--- src/rtl/wfpd_pkg.sv ---
// Shared types, register indexes and reset values for the wall-following PD speed block.
package wfpd_pkg;

    // Field widths
    localparam int DIST_W  = 12;
    localparam int GAIN_W  = 12;
    localparam int SPEED_W = 8;
    localparam int ERR_W   = 13;
    localparam int DIFF_W  = ERR_W + 1;
    localparam int PKP_W   = GAIN_W + ERR_W;
    localparam int PKD_W   = GAIN_W + DIFF_W;
    localparam int ACC_W   = PKD_W + 1;
    localparam int FRAC_W  = 8;
    localparam int SPD_W   = ACC_W - FRAC_W;
    localparam int IDX_W   = 4;
    localparam int CFG_W   = 12;

    // Register reset values
    localparam logic [DIST_W-1:0]  RST_WALL_TARGET = 12'd50;
    localparam logic [DIST_W-1:0]  RST_NEAR_LIMIT  = 12'd120;
    localparam logic [GAIN_W-1:0]  RST_KP_GAIN     = 12'd410;
    localparam logic [GAIN_W-1:0]  RST_KD_PER_STEP = 12'd1536;
    localparam logic [SPEED_W-1:0] RST_BASE_RIGHT  = 8'd175;
    localparam logic [SPEED_W-1:0] RST_LEFT_SPEED  = 8'd120;
    localparam logic [SPEED_W-1:0] RST_SPEED_MAX   = 8'd220;
    localparam logic [SPEED_W-1:0] RST_SPEED_MIN   = 8'd130;

    // Configuration register indexes
    typedef enum logic [IDX_W-1:0] {
        REG_WALL_TARGET = 4'd0,
        REG_NEAR_LIMIT  = 4'd1,
        REG_KP_GAIN     = 4'd2,
        REG_KD_PER_STEP = 4'd3,
        REG_BASE_RIGHT  = 4'd4,
        REG_LEFT_SPEED  = 4'd5,
        REG_SPEED_MAX   = 4'd6,
        REG_SPEED_MIN   = 4'd7
    } t_reg_idx;

endpackage

--- src/rtl/wall_follow_pd_speed.sv ---
// Top level of the wall-following PD speed controller.
//
// Usage:
//   Input channel (i_in_valid / o_in_stall) carries one right and one left
//   wall distance per transaction. Output channel (o_out_valid / i_out_stall)
//   carries the right PWM, the left PWM and the signed steering error.
//   The configuration channel (i_cfg_valid / o_cfg_ready) writes one register
//   per transaction by index; it is always ready. Write it only while idle.
//   Each taken item moves from the input register to the result register.
//   Throughput: one transaction per cycle while the receiver does not stall;
//   the input register and the result register each hold one item, with the whole
//   computation between them. The previous-error register updates when an item moves to the result.
//   Reset (synchronous, active low) clears both valid bits and the previous
//   error and loads the register defaults.
//   When the receiver stalls, the result holds and an empty input register
//   still takes one more item; o_in_stall rises only when both are full.
module wall_follow_pd_speed
    import wfpd_pkg::*;
(
    input  logic                i_clk,
    input  logic                i_rst_n,
    // input channel
    input  logic                i_in_valid,
    output logic                o_in_stall,
    input  logic [DIST_W-1:0]   i_right_dist_mm,
    input  logic [DIST_W-1:0]   i_left_dist_mm,
    // output channel
    output logic                o_out_valid,
    input  logic                i_out_stall,
    output logic [SPEED_W-1:0]  o_right_pwm,
    output logic [SPEED_W-1:0]  o_left_pwm,
    output logic signed [ERR_W-1:0] o_wall_error,
    // configuration channel
    input  logic                i_cfg_valid,
    output logic                o_cfg_ready,
    input  logic [IDX_W-1:0]    i_cfg_index,
    input  logic [CFG_W-1:0]    i_cfg_data
);

    // Configuration registers
    logic [DIST_W-1:0]  r_wall_target;
    logic [DIST_W-1:0]  r_near_limit;
    logic [GAIN_W-1:0]  r_kp_gain;
    logic [GAIN_W-1:0]  r_kd_per_step;
    logic [SPEED_W-1:0] r_base_right;
    logic [SPEED_W-1:0] r_left_speed;
    logic [SPEED_W-1:0] r_speed_max;
    logic [SPEED_W-1:0] r_speed_min;

    // Valid bits and stage handshake
    logic r_v1, r_vo;
    logic w_rdy1, w_rdyo;

    // Stage payloads
    logic [DIST_W-1:0]        r_right, r_left;
    logic signed [ERR_W-1:0]  r_last_err;
    logic [SPEED_W-1:0]       r_out_pwm;
    logic signed [ERR_W-1:0]  r_out_err;

    logic signed [ERR_W-1:0]  n_err;
    logic signed [DIFF_W-1:0] n_diff;
    logic signed [PKP_W-1:0]  n_pkp;
    logic signed [PKD_W-1:0]  n_pkd;
    logic signed [ACC_W-1:0]  n_acc, n_adj;
    logic signed [SPD_W-1:0]  n_spd;
    logic [SPEED_W-1:0]       n_pwm;

    assign o_cfg_ready = 1'b1;

    // Write configuration registers; unknown indexes are dropped
    always_ff @(posedge i_clk) begin
        if (!i_rst_n) begin
            r_wall_target <= RST_WALL_TARGET;
            r_near_limit  <= RST_NEAR_LIMIT;
            r_kp_gain     <= RST_KP_GAIN;
            r_kd_per_step <= RST_KD_PER_STEP;
            r_base_right  <= RST_BASE_RIGHT;
            r_left_speed  <= RST_LEFT_SPEED;
            r_speed_max   <= RST_SPEED_MAX;
            r_speed_min   <= RST_SPEED_MIN;
        end else if (i_cfg_valid && o_cfg_ready) begin
            case (i_cfg_index)
                REG_WALL_TARGET: r_wall_target <= i_cfg_data;
                REG_NEAR_LIMIT:  r_near_limit  <= i_cfg_data;
                REG_KP_GAIN:     r_kp_gain     <= i_cfg_data;
                REG_KD_PER_STEP: r_kd_per_step <= i_cfg_data;
                REG_BASE_RIGHT:  r_base_right  <= i_cfg_data[SPEED_W-1:0];
                REG_LEFT_SPEED:  r_left_speed  <= i_cfg_data[SPEED_W-1:0];
                REG_SPEED_MAX:   r_speed_max   <= i_cfg_data[SPEED_W-1:0];
                REG_SPEED_MIN:   r_speed_min   <= i_cfg_data[SPEED_W-1:0];
                default: ;
            endcase
        end
    end

    // Advance a stage when it is empty or its successor takes its item
    assign w_rdyo     = !r_vo || !i_out_stall;
    assign w_rdy1     = !r_v1 || w_rdyo;
    assign o_in_stall = !w_rdy1;

    always_ff @(posedge i_clk) begin
        if (!i_rst_n) begin
            r_v1 <= 1'b0;
            r_vo <= 1'b0;
        end else begin
            if (w_rdy1) r_v1 <= i_in_valid;
            if (w_rdyo) r_vo <= r_v1;
        end
    end

    // Input register: capture the distances
    always_ff @(posedge i_clk) begin
        if (w_rdy1 && i_in_valid) begin
            r_right <= i_right_dist_mm;
            r_left  <= i_left_dist_mm;
        end
    end

    // Pick the followed wall and form the error and its step difference
    always_comb begin
        if (r_right < r_near_limit) begin
            n_err = $signed({1'b0, r_wall_target}) - $signed({1'b0, r_right});
        end else if (r_left < r_near_limit) begin
            n_err = $signed({1'b0, r_left}) - $signed({1'b0, r_wall_target});
        end else begin
            n_err = '0;
        end
        n_diff = $signed({n_err[ERR_W-1], n_err})
               - $signed({r_last_err[ERR_W-1], r_last_err});
    end

    // Update the previous error when the item moves to the result
    always_ff @(posedge i_clk) begin
        if (!i_rst_n) begin
            r_last_err <= '0;
        end else if (r_v1 && w_rdyo) begin
            r_last_err <= n_err;
        end
    end

    // Form the proportional and derivative products
    assign n_pkp = $signed({{ERR_W{1'b0}}, r_kp_gain})
                 * $signed({{GAIN_W{n_err[ERR_W-1]}}, n_err});
    assign n_pkd = $signed({{DIFF_W{1'b0}}, r_kd_per_step})
                 * $signed({{GAIN_W{n_diff[DIFF_W-1]}}, n_diff});

    // Sum in Q.8, truncate toward zero, then clamp high first and low second
    always_comb begin
        n_acc = $signed({{(ACC_W-SPEED_W-FRAC_W){1'b0}}, r_base_right, {FRAC_W{1'b0}}})
              + $signed({{(ACC_W-PKP_W){n_pkp[PKP_W-1]}}, n_pkp})
              + $signed({n_pkd[PKD_W-1], n_pkd});
        n_adj = n_acc[ACC_W-1]
              ? n_acc + $signed({{(ACC_W-FRAC_W){1'b0}}, {FRAC_W{1'b1}}})
              : n_acc;
        n_spd = n_adj[ACC_W-1:FRAC_W];
        if (n_spd > $signed({{(SPD_W-SPEED_W){1'b0}}, r_speed_max})) begin
            n_pwm = r_speed_max;
        end else if (n_spd < $signed({{(SPD_W-SPEED_W){1'b0}}, r_speed_min})) begin
            n_pwm = r_speed_min;
        end else begin
            n_pwm = n_spd[SPEED_W-1:0];
        end
    end

    // Result register
    always_ff @(posedge i_clk) begin
        if (r_v1 && w_rdyo) begin
            r_out_pwm <= n_pwm;
            r_out_err <= n_err;
        end
    end

    assign o_out_valid  = r_vo;
    assign o_right_pwm  = r_out_pwm;
    assign o_left_pwm   = r_left_speed;
    assign o_wall_error = r_out_err;

endmodule

--- config.mk ---
export PLATFORM = sky130hd
export DESIGN_NAME = wall_follow_pd_speed
export DESIGN_NICKNAME = d
export VERILOG_FILES = /design/src/rtl/wfpd_pkg.sv /design/src/rtl/wall_follow_pd_speed.sv
export SDC_FILE = /design/constraint.sdc
export NUM_CORES = 1
export LEC_CHECK = 0
export ABC_AREA = 1
export ABC_CLOCK_PERIOD_IN_PS = 13600
export BUFFER_PORTS_ARGS = -buffer_cell sky130_fd_sc_hd__buf_4
export CORE_ASPECT_RATIO = 0.9
export CORE_MARGIN = 3
export CORE_UTILIZATION = 30
export DETAILED_ROUTE_END_ITERATION = 8
export GPL_TIMING_DRIVEN = 0
export PLACE_DENSITY = 0.49
export SETUP_SLACK_MARGIN = 0.05
export SYNTH_ARGS = -nofsm -noshare
export SYNTH_HDL_FRONTEND = slang
export SYNTH_SLANG_ARGS = --single-unit
--- constraint.sdc ---
create_clock -name i_clk -period 13.6 [get_ports i_clk]
set_input_delay 1.36 -clock i_clk [delete_from_list [all_inputs] [get_ports i_clk]]
set_output_delay 1.36 -clock i_clk [all_outputs]
set_load 0.03 [all_outputs]
Yosys cells after proc, flatten, opt, wreduce, memory -nomap -nowiden
Index checks and enable logic that the tools add are counted.
{"block": "totals", "word_cells": 56, "reg_bits": 140}
{"block": "op_classes", "muxes": 5, "add_sub_neg": 6, "eq_ne": 7, "n_reduce_logical": 17, "magnitude_cmp": 4, "n_mul": 2}
{"op": "adder 26 x 26 -> 27 bit", "count": 1}
{"op": "adder 27 x 9 -> 27 bit, second input constant", "count": 1}
{"op": "2-to-1 mux 27 bit", "count": 1}
{"op": "adder 17 x 25 -> 26 bit", "count": 1}
{"op": "multiplier 13 x 14 -> 26 bit", "count": 1}
{"op": "2-to-1 mux 13 bit", "count": 2}
{"op": "subtractor 12 x 12 -> 13 bit", "count": 2}
{"op": "multiplier 13 x 13 -> 25 bit", "count": 1}
{"op": "< comparator 12 bit", "count": 2}
{"op": "> comparator 19 x 9 -> 1 bit", "count": 1}
{"op": "< comparator 19 x 9 -> 1 bit", "count": 1}
{"op": "== test 4 x 3 -> 1 bit, second input constant", "count": 4}
{"op": "2-to-1 mux 8 bit", "count": 2}
{"op": "AND reduction 2 bit", "count": 8}
{"op": "subtractor 13 x 13 -> 14 bit", "count": 1}
{"op": "== test 4 x 2 -> 1 bit, second input constant", "count": 2}
{"op": "== test 4 x 1 -> 1 bit, second input constant", "count": 1}
{"op": "zero test 1 bit", "count": 4}
{"op": "zero test 4 bit", "count": 1}
{"op": "logical AND 1 bit", "count": 2}
{"op": "logical OR 1 bit", "count": 2}

Longest topological paths before layout
{"block": "logic_depth", "ltp_word": 11, "depth_mapped": 80, "depth_no_buf": 79}

Worst setup path before layout
OpenSTA, ideal clock, no wires.
{"block": "synth_timing", "path_type": "register -> register", "from": "register r_left[1]", "to": "register r_out_pwm[5] (netlist: o_right_pwm[5]) (data pin)", "period_less_slack_ps": 11784, "path_buffers": 2, "setup_slack_ps": 1816, "stages_incl_launch_ff": 69, "t_required_ps": 13347, "setup_ps": 253, "arrival_ps": 11530, "path_cell_list": "edfxtp_1 -> ha_1 -> a21boi_0 -> o211ai_1 -> nand2_1 -> a21oi_1 -> o21ai_0 -> nand3_1 -> nand2_1 -> nor2_1 -> inv_1 -> o22ai_1 -> inv_1 -> clkbuf_1 -> ha_1 -> fa_1 -> o31ai_1 -> nand2_1 -> [... 33 more ...] -> nand3_1 -> nand2_2 -> buf_6 -> nand2_1 -> nor2_1 -> or2_2 -> inv_1 -> ha_1 -> a21oi_1 -> nor3_1 -> a211oi_1 -> nand2_1 -> a21oi_2 -> nand3_4 -> nand2_4 -> nand2_1 -> nand3_1 -> nand2_1"}
{"block": "synth_via", "elab_chain_cells": 11}
{"element": "from (decl)", "line": "wall_follow_pd_speed.sv:55", "source": "logic [DIST_W-1:0] r_right, r_left;"}
{"element": "from (signal assigned)", "line": "wall_follow_pd_speed.sv:115", "source": "r_left <= i_left_dist_mm;"}
{"element": "< comparator 12 bit *", "line": "wall_follow_pd_speed.sv:123", "source": "end else if (r_left < r_near_limit) begin"}
{"element": "2-to-1 mux 13 bit *", "line": "wall_follow_pd_speed.sv:123"}
{"element": "2-to-1 mux 13 bit *", "line": "wall_follow_pd_speed.sv:121", "source": "if (r_right < r_near_limit) begin"}
{"element": "named net n_err[0]", "line": "wall_follow_pd_speed.sv:60", "source": "logic signed [ERR_W-1:0] n_err;"}
{"element": "multiplier 13 x 13 -> 25 bit / subtractor 13 x 13 -> 14 bit (equally long branches)", "line": "wall_follow_pd_speed.sv:143, wall_follow_pd_speed.sv:129"}
{"element": "adder 17 x 25 -> 26 bit / multiplier 13 x 14 -> 26 bit (equally long branches)", "line": "wall_follow_pd_speed.sv:150, wall_follow_pd_speed.sv:145"}
{"element": "adder 26 x 26 -> 27 bit *", "line": "wall_follow_pd_speed.sv:151", "source": "+ $signed({n_pkd[PKD_W-1], n_pkd});"}
{"element": "adder 27 x 9 -> 27 bit", "line": "wall_follow_pd_speed.sv:153", "source": "? n_acc + $signed({{(ACC_W-FRAC_W){1'b0}}, {FRAC_W{1'b1}}})"}
{"element": "2-to-1 mux 27 bit *", "line": "wall_follow_pd_speed.sv:153"}
{"element": "< comparator 19 x 9 -> 1 bit", "line": "wall_follow_pd_speed.sv:158", "source": "end else if (n_spd < $signed({{(SPD_W-SPEED_W){1'b0}}, r_speed_min})) begin"}
{"element": "2-to-1 mux 8 bit", "line": "wall_follow_pd_speed.sv:158"}
{"element": "2-to-1 mux 8 bit *", "line": "wall_follow_pd_speed.sv:156", "source": "if (n_spd > $signed({{(SPD_W-SPEED_W){1'b0}}, r_speed_max})) begin"}
{"element": "named net n_pwm[5]", "line": "wall_follow_pd_speed.sv:66", "source": "logic [SPEED_W-1:0] n_pwm;"}
{"element": "to (signal assigned)", "line": "wall_follow_pd_speed.sv:168", "source": "r_out_pwm <= n_pwm;"}
{"element": "to (decl)", "line": "wall_follow_pd_speed.sv:57", "source": "logic [SPEED_W-1:0] r_out_pwm;"}
Mark *: on every way through the listed nets, which the timed path passes. The rest lies on a longest branch.
A chain may end at the register's enable or synchronous reset.

Worst setup path after layout
{"block": "layout_timing", "from": "register r_left[1]", "to": "register r_out_pwm[2] (netlist: o_right_pwm[2]) (data pin)"}
{"block": "layout_via", "elab_chain_cells": 11}
{"element": "subtractor 12 x 12 -> 13 bit / < comparator 12 bit (equally long branches)", "line": "wall_follow_pd_speed.sv:124, wall_follow_pd_speed.sv:123"}
{"element": "2-to-1 mux 13 bit *", "line": "wall_follow_pd_speed.sv:123"}
{"element": "2-to-1 mux 13 bit *", "line": "wall_follow_pd_speed.sv:121"}
{"element": "named net n_err[5]", "line": "wall_follow_pd_speed.sv:60"}
{"element": "multiplier 13 x 13 -> 25 bit / subtractor 13 x 13 -> 14 bit (equally long branches)", "line": "wall_follow_pd_speed.sv:143, wall_follow_pd_speed.sv:129"}
{"element": "adder 17 x 25 -> 26 bit / multiplier 13 x 14 -> 26 bit (equally long branches)", "line": "wall_follow_pd_speed.sv:150, wall_follow_pd_speed.sv:145"}
{"element": "adder 26 x 26 -> 27 bit *", "line": "wall_follow_pd_speed.sv:151"}
{"element": "adder 27 x 9 -> 27 bit", "line": "wall_follow_pd_speed.sv:153"}
{"element": "2-to-1 mux 27 bit *", "line": "wall_follow_pd_speed.sv:153"}
{"element": "< comparator 19 x 9 -> 1 bit", "line": "wall_follow_pd_speed.sv:158"}
{"element": "2-to-1 mux 8 bit", "line": "wall_follow_pd_speed.sv:158"}
{"element": "2-to-1 mux 8 bit *", "line": "wall_follow_pd_speed.sv:156"}
{"element": "named net n_pwm[2]", "line": "wall_follow_pd_speed.sv:66"}
Marks and branches as above.

==> results.md <==
- Status: finished clean
- Slew @ Worst Pin: 0.923 ns
- Initial antenna violation count: 2
- Hold-fix buffers at CTS: 0
- Final instance area: 24900 um^2
- Pin count of the biggest net entering global routing: 25
- Die Y: 262 um
- Yosys cell types: 50
- Rel. slew slack: 0.384
- Critical Path Fanout Max: 10
- Die Wd: 290 um
- Clk Latency, worst-skew pair: 0.46 ns
- Layout cell share with drive strength beyond 1: 0.104
- Placed Area: 23600 um^2
- Gr ovfl total: 0
- Post-synthesis sequential area ratio: 0.149
- CP max-delay cell: fa_1
- CTS Buf Count: 17
- Crit path arrival time: 13.00 ns
- Seq cells post-synth: 140
- DR iter-0 viols: 1124
- Routed WL: 65700 um
- Initial Util: 0.304
- Clock skew: 0.0142 ns
- PortBufs: 75
- CTS Root Cell: clkbuf_16
- Synth Area per Inst: 7.63 um^2
- Vias in the first global route: 17800
- Final setup fails: 0
- First-pass GRT wire length: 103000 um
- Fmax: 0.0789 GHz
- Clock Tree Buf Depth: 2
- Nets: 3583
- Worst EP required: 13.93 ns
- CP bufs+invs: 12
- Post-layout min period: 12.67 ns
- CTS tree: built
- Ant diodes: 0
- Final period utilization: 0.931
- Via count: 18000
- Crit-path most repeated cell: nand2_1
- Critical Path Max Stage Delay: 0.56 ns
- Worst hold slack: 0.476 ns
- Hold_sp: o_left_pwm[4]
- Path type of the worst setup path: register to register
- Routed wire per std cell: 16.6 um
- Core box area: 71800 um^2
- Startpoint types: register
- Hold Crit Class: register to register
- Fillers: 7689
- Detailed Place HPWL: 54800 um
- Async set-reset flop share out of synthesis: 0
- Area grow syn2layout: 14.1%
- Fin. Hold Viols: 0
- Max-cap viol count: 0
- TritonCTS Sinks: 140
- Final WS setup: 0.932 ns
- Post-synthesis cell count: 2864
- EDFF count, synth: 45
- Final core utilization: 0.347
- Slew Limit Fails: 0
- H-tree levels: 4
- Syn Std Cell Area: 21800 um^2
- Setup crit end kind: register
- FF-to-FF Start: r_left[1]
- DRC: 0
- Gate family responsible for the most delay along the worst path: adder cells
- Vias/cell: 4.54
- Total Die Area: 76100 um^2
- Synth Flop Type: dfxtp_1
- Reg clk slew, reported paths: 0.07 ns
- Worst setup startpoint: r_left[1]
- First drt pass iteration count: 5
- # rows: 93
- GRT Util Overall: 0.175
- YS warnings: 0
- Setup Slack @ Placement: -1.90 ns
- Routability Congestion: 0.891
- Syn_nets: 3453
- # IOs: 77
- Remaining antenna violation count: 0
==> cell usage after synthesis (3+ instances only) <==
| cell | number | share of area |
|---|---|---|
| a21boi_0 | 4 | 0.0014 |
| a21o_1 | 4 | 0.0014 |
| a21oi_1 | 175 | 0.040 |
| a21oi_2 | 3 | 0.0012 |
| a31oi_1 | 4 | 0.0011 |
| buf_1 | 8 | 0.0014 |
| clkbuf_1 | 47 | 0.0081 |
| clkinv_1 | 6 | 0.0010 |
| dfxtp_1 | 95 | 0.087 |
| edfxtp_1 | 45 | 0.062 |
| fa_1 | 277 | 0.25 |
| ha_1 | 267 | 0.15 |
| inv_1 | 666 | 0.11 |
| inv_2 | 5 | 0.00086 |
| nand2_1 | 553 | 0.095 |
| nand2_2 | 32 | 0.0092 |
| nand2_4 | 6 | 0.0031 |
| nand3_1 | 103 | 0.024 |
| nand3_2 | 4 | 0.0018 |
| nand3_4 | 5 | 0.0040 |
| nand3b_1 | 5 | 0.0017 |
| nand4_1 | 22 | 0.0063 |
| nor2_1 | 251 | 0.043 |
| nor2_2 | 6 | 0.0017 |
| nor2_4 | 6 | 0.0031 |
| nor3_1 | 15 | 0.0034 |
| o211ai_1 | 19 | 0.0065 |
| o21ai_0 | 112 | 0.026 |
| o21bai_1 | 3 | 0.0010 |
| o22ai_1 | 6 | 0.0017 |
| o31ai_1 | 7 | 0.0024 |
| or2_2 | 13 | 0.0037 |
| xnor2_1 | 33 | 0.013 |
| xor2_1 | 33 | 0.013 |
==> worst min-delay path: stages, from the launching register on <==
cell and delay, ns:
dfxtp_1 0.34, nand2_1 0.05, nand3_1 0.05
==> worst paths after layout <==
| check | slack, ns | endpoint | cells past startpoint |
|---|---|---|---|
| worst max-delay path | 0.93 | o_right_pwm[2] | 72 |
| worst max register to register | 0.93 | o_right_pwm[2] | 72 |
| worst min-delay path | 0.48 | o_left_pwm[4] | 2 |
| worst min register to register | 0.48 | o_left_pwm[4] | 2 |
==> routing by layer <==
metal,up-vias,GRT usage,share of wire
met5,-,0,0
met4,0,0.0314,0.013
met3,39,0.0207,0.040
met2,308,0.271,0.43
met1,8552,0.264,0.52
li1,9070,-,-
==> placed cells by master (no fill, tap or decap), drive strengths merged, types with 2 or more instances in the layout <==
cell	Yosys	layout
inv	671	670
nand2	591	591
fa	277	277
ha	267	267
nor2	265	265
a21oi	178	178
buf	12	129
o21ai	113	113
nand3	112	113
dfxtp	95	95
clkbuf	47	57
edfxtp	45	45
xnor2	33	33
xor2	33	33
nand4	23	23
o211ai	19	19
nor3	17	17
clkinv	6	16
or2	14	14
o31ai	7	7
clkinvlp	0	6
o22ai	6	6
nand3b	5	5
a21o	4	4
a21boi	4	4
a31oi	4	4
o21bai	3	3
o21a	2	2
and2	2	2
a211oi	2	2
nor4	2	2
o221ai	2	2
==> cell type report <==
type | count | area, um^2 | share of cell area
multi-input cells | 1989 | 16200 | 0.650
flip-flops and latches | 140 | 3250 | 0.131
inverters | 677 | 2560 | 0.103
well taps | 950 | 1190 | 0.0477
repair buffers | 112 | 853 | 0.0342
clock buffers | 17 | 425 | 0.0171
plain buffers | 57 | 279 | 0.0112
clock inverters | 15 | 160 | 0.00643
==> through the flow <==
step / setup TNS (ns) / cells
6_report: 0 / 3957
5_1_grt: -0.0289 / 3957
4_1_cts: 0 / 3926
3_5_place_dp: -15.15 / 3890
3_3_place_gp: -15.25 / 3889
2_1_floorplan: 0 / 2864
==> logic make-up (layout without fill, tap and decap cells) <==
| group | Yosys count | in the layout | share of synthesized area |
|---|---|---|---|
| other | 1 | 1 | 0.000172 |
| AND/OR/NAND/NOR | 1032 | 1033 | 0.205 |
| adder cells (fa/ha/maj) | 544 | 544 | 0.407 |
| XOR/XNOR | 66 | 66 | 0.0265 |
| flip-flops | 140 | 140 | 0.149 |
| buffers and inverters | 736 | 878 | 0.127 |
| AO/OA/AOI/OAI | 345 | 345 | 0.0853 |
==> sequential cells by signal, summed over array words and instances, names as in the netlist <==
name and cells:
o_left_pwm 8, o_out_valid 1, o_right_pwm 8, o_wall_error 13, r_base_right 8, r_kd_per_step 12
r_kp_gain 12, r_last_err 13, r_left 12, r_near_limit 12, r_right 12, r_speed_max 8
r_speed_min 8, r_v1 1, r_wall_target 12
==> timing repair <==
action | CTS | global route
gates resized for setup | 27 | 94
setup buffers | 6 | 30
endpoints found under the hold margin | 0 | 0
setup endpoints to repair | 8 | 8
gates cloned | 0 | 1
pin swaps | 2 | 18
Power is not shown: default switching activity piles up to over one toggle a cycle in this logic, so the estimate is an artifact.
